==> config.mk <==
export PLATFORM = sky130hd
export DESIGN_NAME = priority_schedule_times
export DESIGN_NICKNAME = d
export VERILOG_FILES = /design/src/pst_pkg.sv /design/src/pst_div.sv /design/src/priority_schedule_times.sv
export SDC_FILE = /design/constraint.sdc
export NUM_CORES = 2
export LEC_CHECK = 0
export BUFFER_PORTS_ARGS = -buffer_cell sky130_fd_sc_hd__buf_2
export CORE_ASPECT_RATIO = 1.2
export CORE_MARGIN = 2
export CORE_UTILIZATION = 55
export CTS_CLUSTER_DIAMETER = 100
export CTS_CLUSTER_SIZE = 12
export DETAILED_ROUTE_END_ITERATION = 12
export PLACE_DENSITY = 0.8
export SYNTH_ARGS = -nofsm -noshare
export SYNTH_HDL_FRONTEND = slang
export SYNTH_SLANG_ARGS = --single-unit
==> constraint.sdc <==
create_clock -name i_clk -period 10.4 [get_ports i_clk]
set_input_delay 1.04 -clock i_clk [delete_from_list [all_inputs] [get_ports i_clk]]
set_output_delay 1.04 -clock i_clk [all_outputs]
set_load 0.01 [all_outputs]
==> src/pst_pkg.sv <==
// ----------------------------------------------------------------------------
// pst_pkg
// shared types and constants of the priority schedule block
// ----------------------------------------------------------------------------
package pst_pkg;
    localparam int MaxProcs = 32;
    localparam int IdxW     = $clog2(MaxProcs);
    localparam int CntW     = $clog2(MaxProcs + 1);
    localparam int IdW      = 6;
    localparam int BurstW   = 16;
    localparam int PrioW    = 8;
    localparam int WaitW    = 21;
    localparam int TatW     = 22;
    // sums over all jobs, full precision
    localparam int SumW     = TatW + IdxW + 2;

    // one stored job, a single memory word
    typedef struct packed {
        logic [IdW-1:0]    id;
        logic [PrioW-1:0]  prio;
        logic [BurstW-1:0] burst;
    } t_job;

    // divider request and answer
    typedef struct packed {
        logic            start;
        logic [SumW-1:0] num_w;
        logic [SumW-1:0] num_t;
        logic [CntW-1:0] den;
    } t_div_req;

    typedef struct packed {
        logic            done;
        logic [SumW-1:0] q_w;
        logic [SumW-1:0] q_t;
    } t_div_rsp;
endpackage

==> src/pst_div.sv <==
// ----------------------------------------------------------------------------
// pst_div
// restoring divider, one quotient bit per cycle, both averages side by side
// ----------------------------------------------------------------------------
module pst_div (
    input  logic              i_clk,
    input  logic              i_rst_n,
    input  pst_pkg::t_div_req i_req,
    output pst_pkg::t_div_rsp o_rsp
);
    import pst_pkg::*;

    localparam int StepW = $clog2(SumW + 1);

    logic [SumW-1:0]  r_qw, r_qt, r_rw, r_rt;
    logic [CntW-1:0]  r_den;
    logic [StepW-1:0] r_step;
    logic             r_busy, r_done;
    logic [SumW:0]    n_rw, n_rt;

    always_comb begin
        n_rw = {r_rw, r_qw[SumW-1]};
        n_rt = {r_rt, r_qt[SumW-1]};
    end

    always_ff @(posedge i_clk) begin
        if (!i_rst_n) begin
            r_busy <= 1'b0;
            r_done <= 1'b0;
        end else begin
            r_done <= 1'b0;
            if (i_req.start) begin
                r_busy <= 1'b1;
                r_qw   <= i_req.num_w;
                r_qt   <= i_req.num_t;
                r_rw   <= '0;
                r_rt   <= '0;
                r_den  <= i_req.den;
                r_step <= StepW'(SumW);
            end else if (r_busy) begin
                if (n_rw >= {{(SumW+1-CntW){1'b0}}, r_den}) begin
                    r_rw <= SumW'(n_rw - {{(SumW+1-CntW){1'b0}}, r_den});
                    r_qw <= {r_qw[SumW-2:0], 1'b1};
                end else begin
                    r_rw <= SumW'(n_rw);
                    r_qw <= {r_qw[SumW-2:0], 1'b0};
                end
                if (n_rt >= {{(SumW+1-CntW){1'b0}}, r_den}) begin
                    r_rt <= SumW'(n_rt - {{(SumW+1-CntW){1'b0}}, r_den});
                    r_qt <= {r_qt[SumW-2:0], 1'b1};
                end else begin
                    r_rt <= SumW'(n_rt);
                    r_qt <= {r_qt[SumW-2:0], 1'b0};
                end
                r_step <= r_step - 1'b1;
                if (r_step == StepW'(1)) begin
                    r_busy <= 1'b0;
                    r_done <= 1'b1;
                end
            end
        end
    end

    assign o_rsp.done = r_done;
    assign o_rsp.q_w  = r_qw;
    assign o_rsp.q_t  = r_qt;
endmodule

==> src/priority_schedule_times.sv <==
// ----------------------------------------------------------------------------
// priority_schedule_times
// non-preemptive priority scheduler: loads jobs, sorts by priority, emits times
// ----------------------------------------------------------------------------
// loading: one word per cycle until the word with tlast
// then selection sort, each compared entry read then compared and each pass closed
//   by a swap, then a sum pass, a divide and n result words, each one read and then
//   sent when the sink is ready
// the single read port of the job memory sets the sort length
// reset clears the job count, drop flag, output valid and state; memory holds no reset
module priority_schedule_times (
    input  logic        i_clk,
    input  logic        i_rst_n,
    input  logic        s_axis_tvalid,
    output logic        s_axis_tready,
    input  logic [23:0] s_axis_tdata,   // burst_len[15:0], prio_level[23:16]
    input  logic        s_axis_tlast,   // is_final
    output logic        m_axis_tvalid,
    input  logic        m_axis_tready,
    // job_id[5:0], job_burst[21:6], wait_time[42:22], turnaround[64:43],
    // avg_wait[85:65], avg_turnaround[107:86], zero fill [111:108]
    output logic [111:0] m_axis_tdata,
    output logic [1:0]  m_axis_tuser,   // overflow_flag[0], run_end[1]
    output logic        m_axis_tlast    // run_end
);
    import pst_pkg::*;

    // sequencer states
    localparam logic [3:0] StLoad  = 4'd0;
    localparam logic [3:0] StSelRd = 4'd1;  // read candidate j
    localparam logic [3:0] StSelCk = 4'd2;  // compare candidate j
    localparam logic [3:0] StSwRdI = 4'd3;  // read entry i for swap
    localparam logic [3:0] StSwWrI = 4'd4;  // write min into i
    localparam logic [3:0] StSwWrP = 4'd5;  // write old i into pos
    localparam logic [3:0] StSumRd = 4'd6;
    localparam logic [3:0] StSumAc = 4'd7;
    localparam logic [3:0] StDiv   = 4'd8;
    localparam logic [3:0] StOutRd = 4'd9;
    localparam logic [3:0] StOut   = 4'd10;

    // job memory, one read and one write port
    t_job            mem [MaxProcs];
    t_job            r_rd;
    logic [IdxW-1:0] rd_addr, wr_addr;
    logic            wr_en;
    t_job            wr_data;

    always_ff @(posedge i_clk) begin
        if (wr_en) mem[wr_addr] <= wr_data;
        r_rd <= mem[rd_addr];
    end

    logic [3:0]       r_st;
    logic [CntW-1:0]  r_cnt, r_i, r_j, r_pos;
    logic             r_drop;
    t_job             r_min, r_ji;
    logic [SumW-1:0]  r_acc, r_sw, r_st_sum;
    logic [WaitW-1:0] r_avw;
    logic [TatW-1:0]  r_avt;
    logic             r_ov, r_vld;
    logic             r_uov;     // overflow flag held with the result word
    logic [111:0]     r_data;
    logic             r_last;
    t_div_req         div_req;
    t_div_rsp         div_rsp;

    pst_div u_div (.i_clk(i_clk), .i_rst_n(i_rst_n), .i_req(div_req), .o_rsp(div_rsp));

    assign s_axis_tready = (r_st == StLoad);

    logic acc_in;
    assign acc_in = s_axis_tvalid && s_axis_tready;

    always_comb begin
        wr_en   = 1'b0;
        wr_addr = IdxW'(r_cnt);
        wr_data = r_min;
        rd_addr = IdxW'(r_j);
        unique case (r_st)
            StLoad: begin
                wr_en   = acc_in && (r_cnt < CntW'(MaxProcs));
                wr_data = '{id: IdW'(r_cnt + 1'b1), prio: s_axis_tdata[23:16],
                            burst: s_axis_tdata[15:0]};
            end
            StSwRdI: rd_addr = IdxW'(r_i);
            StSwWrI: begin
                wr_en = 1'b1; wr_addr = IdxW'(r_i); wr_data = r_min;
            end
            StSwWrP: begin
                wr_en = 1'b1; wr_addr = IdxW'(r_pos); wr_data = r_ji;
            end
            StSumRd, StOutRd: rd_addr = IdxW'(r_i);
            default: ;
        endcase
    end

    always_comb begin
        div_req.start = (r_st == StSumAc) && (r_i + 1'b1 == r_cnt);
        div_req.num_w = r_sw + r_acc;
        div_req.num_t = r_st_sum + r_acc + SumW'(r_rd.burst);
        div_req.den   = r_cnt;
    end

    always_ff @(posedge i_clk) begin
        if (!i_rst_n) begin
            r_st   <= StLoad;
            r_cnt  <= '0;
            r_drop <= 1'b0;
            r_vld  <= 1'b0;
        end else begin
            if (r_vld && m_axis_tready) r_vld <= 1'b0;
            unique case (r_st)
                StLoad: if (acc_in) begin
                    if (r_cnt < CntW'(MaxProcs)) r_cnt <= r_cnt + 1'b1;
                    else r_drop <= 1'b1;
                    if (s_axis_tlast) begin
                        r_ov <= r_drop || (r_cnt == CntW'(MaxProcs));
                        r_i  <= '0;
                        r_j  <= '0;
                        r_pos <= '0;
                        r_st <= (r_cnt == '0 && r_cnt == CntW'(MaxProcs)) ? StLoad
                                                                         : StSelRd;
                    end
                end
                StSelRd: r_st <= StSelCk;
                StSelCk: begin
                    if (r_j == r_i || r_rd.prio < r_min.prio) begin
                        r_min <= r_rd;
                        r_pos <= r_j;
                    end
                    if (r_j + 1'b1 == r_cnt) r_st <= StSwRdI;
                    else begin
                        r_j  <= r_j + 1'b1;
                        r_st <= StSelRd;
                    end
                end
                StSwRdI: r_st <= StSwWrI;
                StSwWrI: begin
                    r_ji <= r_rd;
                    r_st <= StSwWrP;
                end
                StSwWrP: begin
                    if (r_i + 1'b1 == r_cnt) begin
                        r_i <= '0; r_acc <= '0; r_sw <= '0; r_st_sum <= '0;
                        r_st <= StSumRd;
                    end else begin
                        r_i <= r_i + 1'b1;
                        r_j <= r_i + 1'b1;
                        r_st <= StSelRd;
                    end
                end
                StSumRd: r_st <= StSumAc;
                StSumAc: begin
                    r_sw     <= r_sw + r_acc;
                    r_st_sum <= r_st_sum + r_acc + SumW'(r_rd.burst);
                    r_acc    <= r_acc + SumW'(r_rd.burst);
                    if (r_i + 1'b1 == r_cnt) begin
                        r_st <= StDiv;
                    end else begin
                        r_i  <= r_i + 1'b1;
                        r_st <= StSumRd;
                    end
                end
                StDiv: if (div_rsp.done) begin
                    r_avw <= WaitW'(div_rsp.q_w);
                    r_avt <= TatW'(div_rsp.q_t);
                    r_i   <= '0;
                    r_acc <= '0;
                    r_st  <= StOutRd;
                end
                StOutRd: if (!r_vld || m_axis_tready) r_st <= StOut;
                StOut: begin
                    r_vld  <= 1'b1;
                    r_last <= (r_i + 1'b1 == r_cnt);
                    r_uov  <= r_ov;
                    r_data <= {4'b0, r_avt, r_avw,
                               TatW'(r_acc + SumW'(r_rd.burst)), WaitW'(r_acc),
                               r_rd.burst, r_rd.id};
                    r_acc  <= r_acc + SumW'(r_rd.burst);
                    if (r_i + 1'b1 == r_cnt) begin
                        r_cnt  <= '0;
                        r_drop <= 1'b0;
                        r_st   <= StLoad;
                    end else begin
                        r_i  <= r_i + 1'b1;
                        r_st <= StOutRd;
                    end
                end
                default: r_st <= StLoad;
            endcase
        end
    end

    assign m_axis_tvalid = r_vld;
    assign m_axis_tdata  = r_data;
    assign m_axis_tuser  = {r_last, r_uov};
    assign m_axis_tlast  = r_last;

    // a result word must never be overwritten before it is taken
    assert property (@(posedge i_clk) disable iff (!i_rst_n)
        r_vld && !m_axis_tready |=> r_vld && $stable(r_data)) else $error("word lost");
    // the job count never exceeds the store depth
    assert property (@(posedge i_clk) disable iff (!i_rst_n)
        r_cnt <= CntW'(MaxProcs)) else $error("count overrun");
    // sort cursor stays inside the loaded jobs
    assert property (@(posedge i_clk) disable iff (!i_rst_n)
        (r_st == StSelCk) |-> (r_j < r_cnt) && (r_i <= r_j)) else $error("cursor");
endmodule

== After elaboration in Yosys (flattened, before gate mapping) ==
Memory sizes are Yosys's and may differ from the RTL's. A register that Yosys moved wholly into a read port is not among the register bits.
Cells that the tools add are included.

* Register bits: 459
* Bits in latches: 0
* RAM bits: 960
* Memory bits (read-only): 0
* Input bits: 29
* Output and inout bits: 117
* Logic and storage cells: 168
* Memories kept: 1

* Add/subtract/negate cells: 10
* Multiply operators: 0
* Divide/modulo/power cells: 0
* Order comparisons: 4
* Equal/unequal tests: 27
* Shifts and indexed selects: 0
* Mux-type cells: 56
* Bitwise logic cells: 2
* Reduce and logical (&&, ||, !) cells: 38

{| class="wikitable"
|+ Memory list
! name !! depth !! bits a word !! read ports !! clocked after memory_dff !! wr ports !! line !! text
|-
| mem || 32 || 30 || 1 || 1 || 1 || priority_schedule_times.sv:42 || <nowiki>t_job mem [MaxProcs];</nowiki>
|}

{| class="wikitable"
|+ Operators with widths
! kind !! number
|-
| two-way mux 29 bit || 10
|-
| case mux 29 bit (2 select lines) || 2
|-
| case mux 29 bit (3 select lines) || 1
|-
| greater-or-equal comparator 30 x 6 -> 1 bit || 2
|-
| case mux 30 bit (2 select lines) || 1
|-
| adder 29 x 16 -> 29 bit || 2
|-
| adder 29 bit || 2
|-
| subtractor 29 x 6 -> 29 bit || 2
|-
| two-way mux 6 bit || 9
|-
| case mux 4 bit (11 select lines) || 1
|-
| two-way mux 4 bit || 6
|-
| case mux 6 bit (4 select lines) || 1
|-
| case mux 5 bit (2 select lines) || 2
|-
| AND reduction 4 bit || 5
|-
| adder 6 x 1 -> 6 bit (second input constant) || 3
|-
| equality test 6 bit || 3
|-
| case mux 6 bit (3 select lines) || 1
|-
| equality test 4 x 3 -> 1 bit (second input constant) || 4
|-
| inequality test 2 bit (second input constant) || 8
|-
| two-way mux 5 bit || 3
|-
| two-way mux 1 bit || 14
|-
| equality test 4 bit (second input constant) || 3
|-
| case mux 6 bit (2 select lines) || 1
|-
| AND reduction 6 bit || 2
|-
| 25 further kinds || 49
|}

== Depth between registers and ports, before layout ==
* Depth after elaboration: 6
* Depth in mapped cells: 13
* Depth with buffers taken out: 13

== Hierarchy ==
Synthesis repeated with hierarchy kept, for this count alone.

* Cells, all modules: 4012
* Area total of the unflattened synthesis: 60908.4 um2

{| class="wikitable"
|+ Modules (own cells, without submodules)
! module !! times used !! cells each !! area each (um2) !! seq. area each (um2)
|-
| priority_schedule_times || 1 || 3462 || 54041.8 || 39217.6
|-
| pst_div || 1 || 550 || 6866.6 || 3853.7
|}

== Least setup slack after synthesis ==
No wires, ideal clock.

* Path kind: register -> register
* From: register r_i[1]
* To: register u_div.r_qt[0], enable pin
* Library setup time: 490 ps
* Arrival: 4707 ps
* Data required time: 9910 ps
* Setup slack: 5203 ps
* Cell stages (with the launch flop): 9
* Path buffers: 1
* Period minus slack after synthesis: 5197 ps
* Cell sequence: edfxtp_1 ha_1 xnor2_1 xnor2_1 nor3_1 nand3_1 nor3_1 clkbuf_1 o21a_1

* Longest elaborated chain between the ends: 5

{| class="wikitable"
|+ Ends and longest elaborated chain
! item !! line !! text
|-
| start, declared || priority_schedule_times.sv:54 || <nowiki>logic [CntW-1:0] r_cnt, r_i, r_j, r_pos;</nowiki>
|-
| start signal, assigned || priority_schedule_times.sv:147 || <nowiki>r_i <= r_i + 1'b1;</nowiki>
|-
| start signal, assigned || priority_schedule_times.sv:160 || <nowiki>r_i <= r_i + 1'b1;</nowiki>
|-
| start signal, assigned || priority_schedule_times.sv:185 || <nowiki>r_i <= r_i + 1'b1;</nowiki>
|-
| adder 6 x 1 -> 6 bit || priority_schedule_times.sv:98 || <nowiki>div_req.start = (r_st == StSumAc) && (r_i + 1'b1 == r_cnt);</nowiki>
|-
| equality test 6 bit || priority_schedule_times.sv:98 ||
|-
| logical AND 1 bit || priority_schedule_times.sv:98 ||
|-
| nonzero test 2 bit (no source line) || n/a ||
|-
| AND reduction 2 bit (no source line) || n/a ||
|-
| end signal, assigned || pst_div.sv:35 || <nowiki>r_qt <= i_req.num_t;</nowiki>
|-
| end signal, assigned || pst_div.sv:50 || <nowiki>r_qt <= {r_qt[SumW-2:0], 1'b1};</nowiki>
|-
| end signal, assigned || pst_div.sv:53 || <nowiki>r_qt <= {r_qt[SumW-2:0], 1'b0};</nowiki>
|-
| end, declared || pst_div.sv:15 || <nowiki>logic [SumW-1:0] r_qw, r_qt, r_rw, r_rt;</nowiki>
|}

Every way passes these cells.
A chain may end at the register's enable or synchronous reset.

== Final worst setup path ==
* From: register r_st[0]
* To: register r_rd[17] (netlist name)

* Longest elaborated chain between the ends: 3
* Elaborated cells on any way between the ends: 5
* Those cells by class: eq/ne: 3; mux: 1; reduce/logical: 1

{| class="wikitable"
|+ Ends and longest elaborated chain
! item !! line !! text
|-
| start, declared || priority_schedule_times.sv:53 || <nowiki>logic [3:0] r_st;</nowiki>
|-
| start signal, assigned || priority_schedule_times.sv:106 || <nowiki>r_st <= StLoad;</nowiki>
|-
| start signal, assigned || priority_schedule_times.sv:121 || <nowiki>r_st <= (r_cnt == '0 && r_cnt == CntW'(MaxProcs)) ? StLoad</nowiki>
|-
| start signal, assigned || priority_schedule_times.sv:125 || <nowiki>StSelRd: r_st <= StSelCk;</nowiki>
|-
| equality test 4 bit, or another cell as far along || priority_schedule_times.sv:79 || <nowiki>unique case (r_st)</nowiki>
|-
| OR reduction 3 bit (no source line) (*) || n/a ||
|-
| two-way mux 5 bit (*) || priority_schedule_times.sv:79 ||
|}

Mark *: on every way between the ends. The rest lies on a longest branch, timed or not.

==> summary.txt <==
Seq. cell area -> 43,070 um^2
Peak supply drop -> 0.1430 mV
Highest clock rate -> 0.1958 GHz
Die Y -> 364.5 um
Synth Instances -> 3,458
FFs w/ async S/R, synth -> 0%
Area contributors post-synth -> edfxtp_1 (71%), mux4_2 (9.1%), ha_1 (2.3%)
CP max FO -> 52
Count of pins over their slew limit -> 0
Syn. warnings -> 0
WL/cell -> 30.00 um
Hold Path Class -> register to register
Vias per cell -> 6.627
Max-cap violations -> 0
Max Root-Sink Buffers -> 3
Synth cell types -> 80
CP endpoint kind -> register
Final setup violation count -> 0
Slowest stage delay, CP -> 0.93 ns
Initial DRC Count -> 5,186
Setup Fix Bufs, Post-CTS -> 0
First-pass GRT wire length -> 223,900 um
Placed Cells -> 4,906
Final Wtd Congestion -> 0.9102
GRT overflow -> 0
Fin crit share -> 49.12%
Die Width -> 304.4 um
Top cells by count, synth -> edfxtp_1 (1,405), nor2_1 (254), mux4_2 (240)
Syn-to-layout area delta -> 11.10%
Hold_buf cts -> 0
CP max stage cell -> dfxtp_1
Share of cells above drive strength 1 -> 17.95%
Detailed-route wire length -> 154,000 um
Clock Latency Late Sink -> 0.76 ns
Area of the multi-input gates -> 15,970 um^2
Pwr/cell area -> 208.6 nW/um^2
Post_cts resized -> 0
I/O pins -> 146
Placement Cell Area -> 62,170 um^2
Reg clk slew, reported paths -> 0.07 ns
TritonCTS clock tree -> built
DR DRC count -> 0
IO buf count -> 141
Clock sink count -> 1,449
Max-slew headroom -> 17.21%
Setup TNS -> 0 ns
Fillers -> 7,293
Post-synthesis sequential area ratio -> 72.31%
Req. time, crit path -> 11.02 ns
Min cycle time layout -> 5.108 ns
Starting Density -> 55.31%
Worst path cell trace -> xnor2_1 -> nor2_1 -> nand2_1 -> nand3_4 -> buf_4 -> buf_4 -> mux4_2 -> a22oi_1 -> nand4_1
RSZ-0062 raised after global routing -> false
Most frequent cell after synthesis -> edfxtp_1
Core ar. -> 107,700 um^2
Avg Cell Area, Syn -> 17.23 um^2
EDFF count, synth -> 1,405
Num CTS Buffers -> 138
Fin nets -> 3,797
Area of the mapped netlist -> 59,560 um^2
Number of global-route vias before repair -> 33,840
Rows -> 132
Drt pass-1 iters -> 6
Initial antenna violation count -> 3
DRT antenna net count -> 0
Crit path launch type -> register
Full die area -> 111,000 um^2
Worst-margin pin slew -> 1.242 ns
Type of the worst setup path -> register to register
CTS root buf -> clkbuf_16
Status -> completed
Synth top area share -> 70.83%
CP dominant cell by count -> buf_4
Fin area -> 66,180 um^2
Post-DP HPWL -> 83,050 um
Clk_skew -> 0.03562 ns
Worst Path Arrival -> 5.72 ns
Vias -> 34,020
Synth Register Bits -> 1,449
Gr usage total -> 27.74%
Largest net degree at the start of global routing -> 79
Final hold vios -> 0
H-tree level count -> 4
Pleak -> 21.96 nW
Layout Cells excl Fill -> 5,134
Ys flop type -> edfxtp_1
Synth area leader -> edfxtp_1
## metrics by stage
stage | worst slack, ns | total power [mW] | util, % | hold WS (ns)
finish | 5.292 | 13.81 | 61.45 | 0.4133
floorplan | 5.203 | 8.500 | - | 0.4003
global route | 4.794 | 14.18 | 61.45 | 0.4253
detailed placement | 5.389 | 9.196 | 57.73 | 0.4045
global placement | 5.492 | 9.127 | 57.73 | 0.4018
CTS | 5.277 | 13.80 | 61.45 | 0.4131
## flip-flops by register name, summed over array words and instances (netlist names), 5 cells and up
register      flops
r_avw            21
r_st_sum         29
u_div.r_rw       29
u_div.r_qt       29
u_div.r_rt       29
r_i               6
r_avt            22
r_j               6
r_acc            29
mem             960
u_div.r_step      5
r_min            30
r_cnt             6
r_rd             30
u_div.r_qw       29
r_pos             5
r_ji             30
m_axis_tdata    108
u_div.r_den       6
r_sw             29
## metal layers
layer	vias to the layer above	track usage, %	routed length, um
li1	14060	-	-
met3	511	5.776	17560
met1	17020	35.46	53150
met2	2421	45.81	75230
met4	4	13.39	8074
met5	-	0	27
## layout by cell type, fill, tap and decap left out, types with 46 or more instances in the layout
master,netlist,layout
nand2_1,203,202
edfxtp_1,1405,1405
nand4_1,48,48
xnor2_1,91,91
clkbuf_1,98,73
xor2_1,59,59
mux4_2,240,240
a22oi_1,147,147
buf_4,7,64
buf_2,55,141
ha_1,108,108
inv_1,47,46
o21ai_0,86,84
nor2_1,254,211
a21oi_1,105,105
clkbuf_16,0,141
## power breakdown
part | switching, mW | internal, mW
sequential | 0.210 | 6.82
clock | 2.13 | 2.53
combinational | 1.33 | 0.794
total | 3.66 | 10.1
## critical path: cells and delay by family (launching register included)
family                    cells  cell delay (ns)
AOI/OAI and AO/OA             1             0.27
xor gates and xnor gates      1             0.19
buffers and inverters         2             1.68
DFF                           1             0.93
muxes                         1             0.63
and+or+nand+nor               4             1.20
## path summary, 6_finish.rpt
kind,startpoint,endpoint,slack (ns),cells after the start
max,r_st[0],r_rd[17],5.29,9
min,r_avw[16],m_axis_tdata[81],0.41,0
max reg2reg,r_st[0],r_rd[17],5.29,9
min reg2reg,r_avw[16],m_axis_tdata[81],0.41,0
## final cells by class
type,count,share of cell area [%]
Inverter,47,0.2666
Clock buffer,215,5.767
Tap cell,1407,2.660
Multi-Input combinational cell,1798,24.14
Antenna cell,1,0.003781
Clock inverter,12,0.2855
Sequential cell,1449,65.09
Timing Repair Buffer,205,1.792
## cell families (layout without fill, tap and decap cells)
| logic type | Yosys count | count (layout) | share of synthesized area, % |
|---|---|---|---|
| AO/OA/AOI/OAI | 543 | 543 | 6.018 |
| XOR/XNOR | 150 | 150 | 2.206 |
| adder cells (fa/ha/maj) | 129 | 129 | 2.974 |
| buffers and inverters | 214 | 479 | 1.521 |
| flip-flops | 1449 | 1449 | 72.31 |
| multiplexers | 250 | 250 | 9.243 |
| other | 1 | 5 | 0.006296 |
| AND/OR/NAND/NOR | 722 | 722 | 5.722 |
Power figures use the tool's default switching activity.
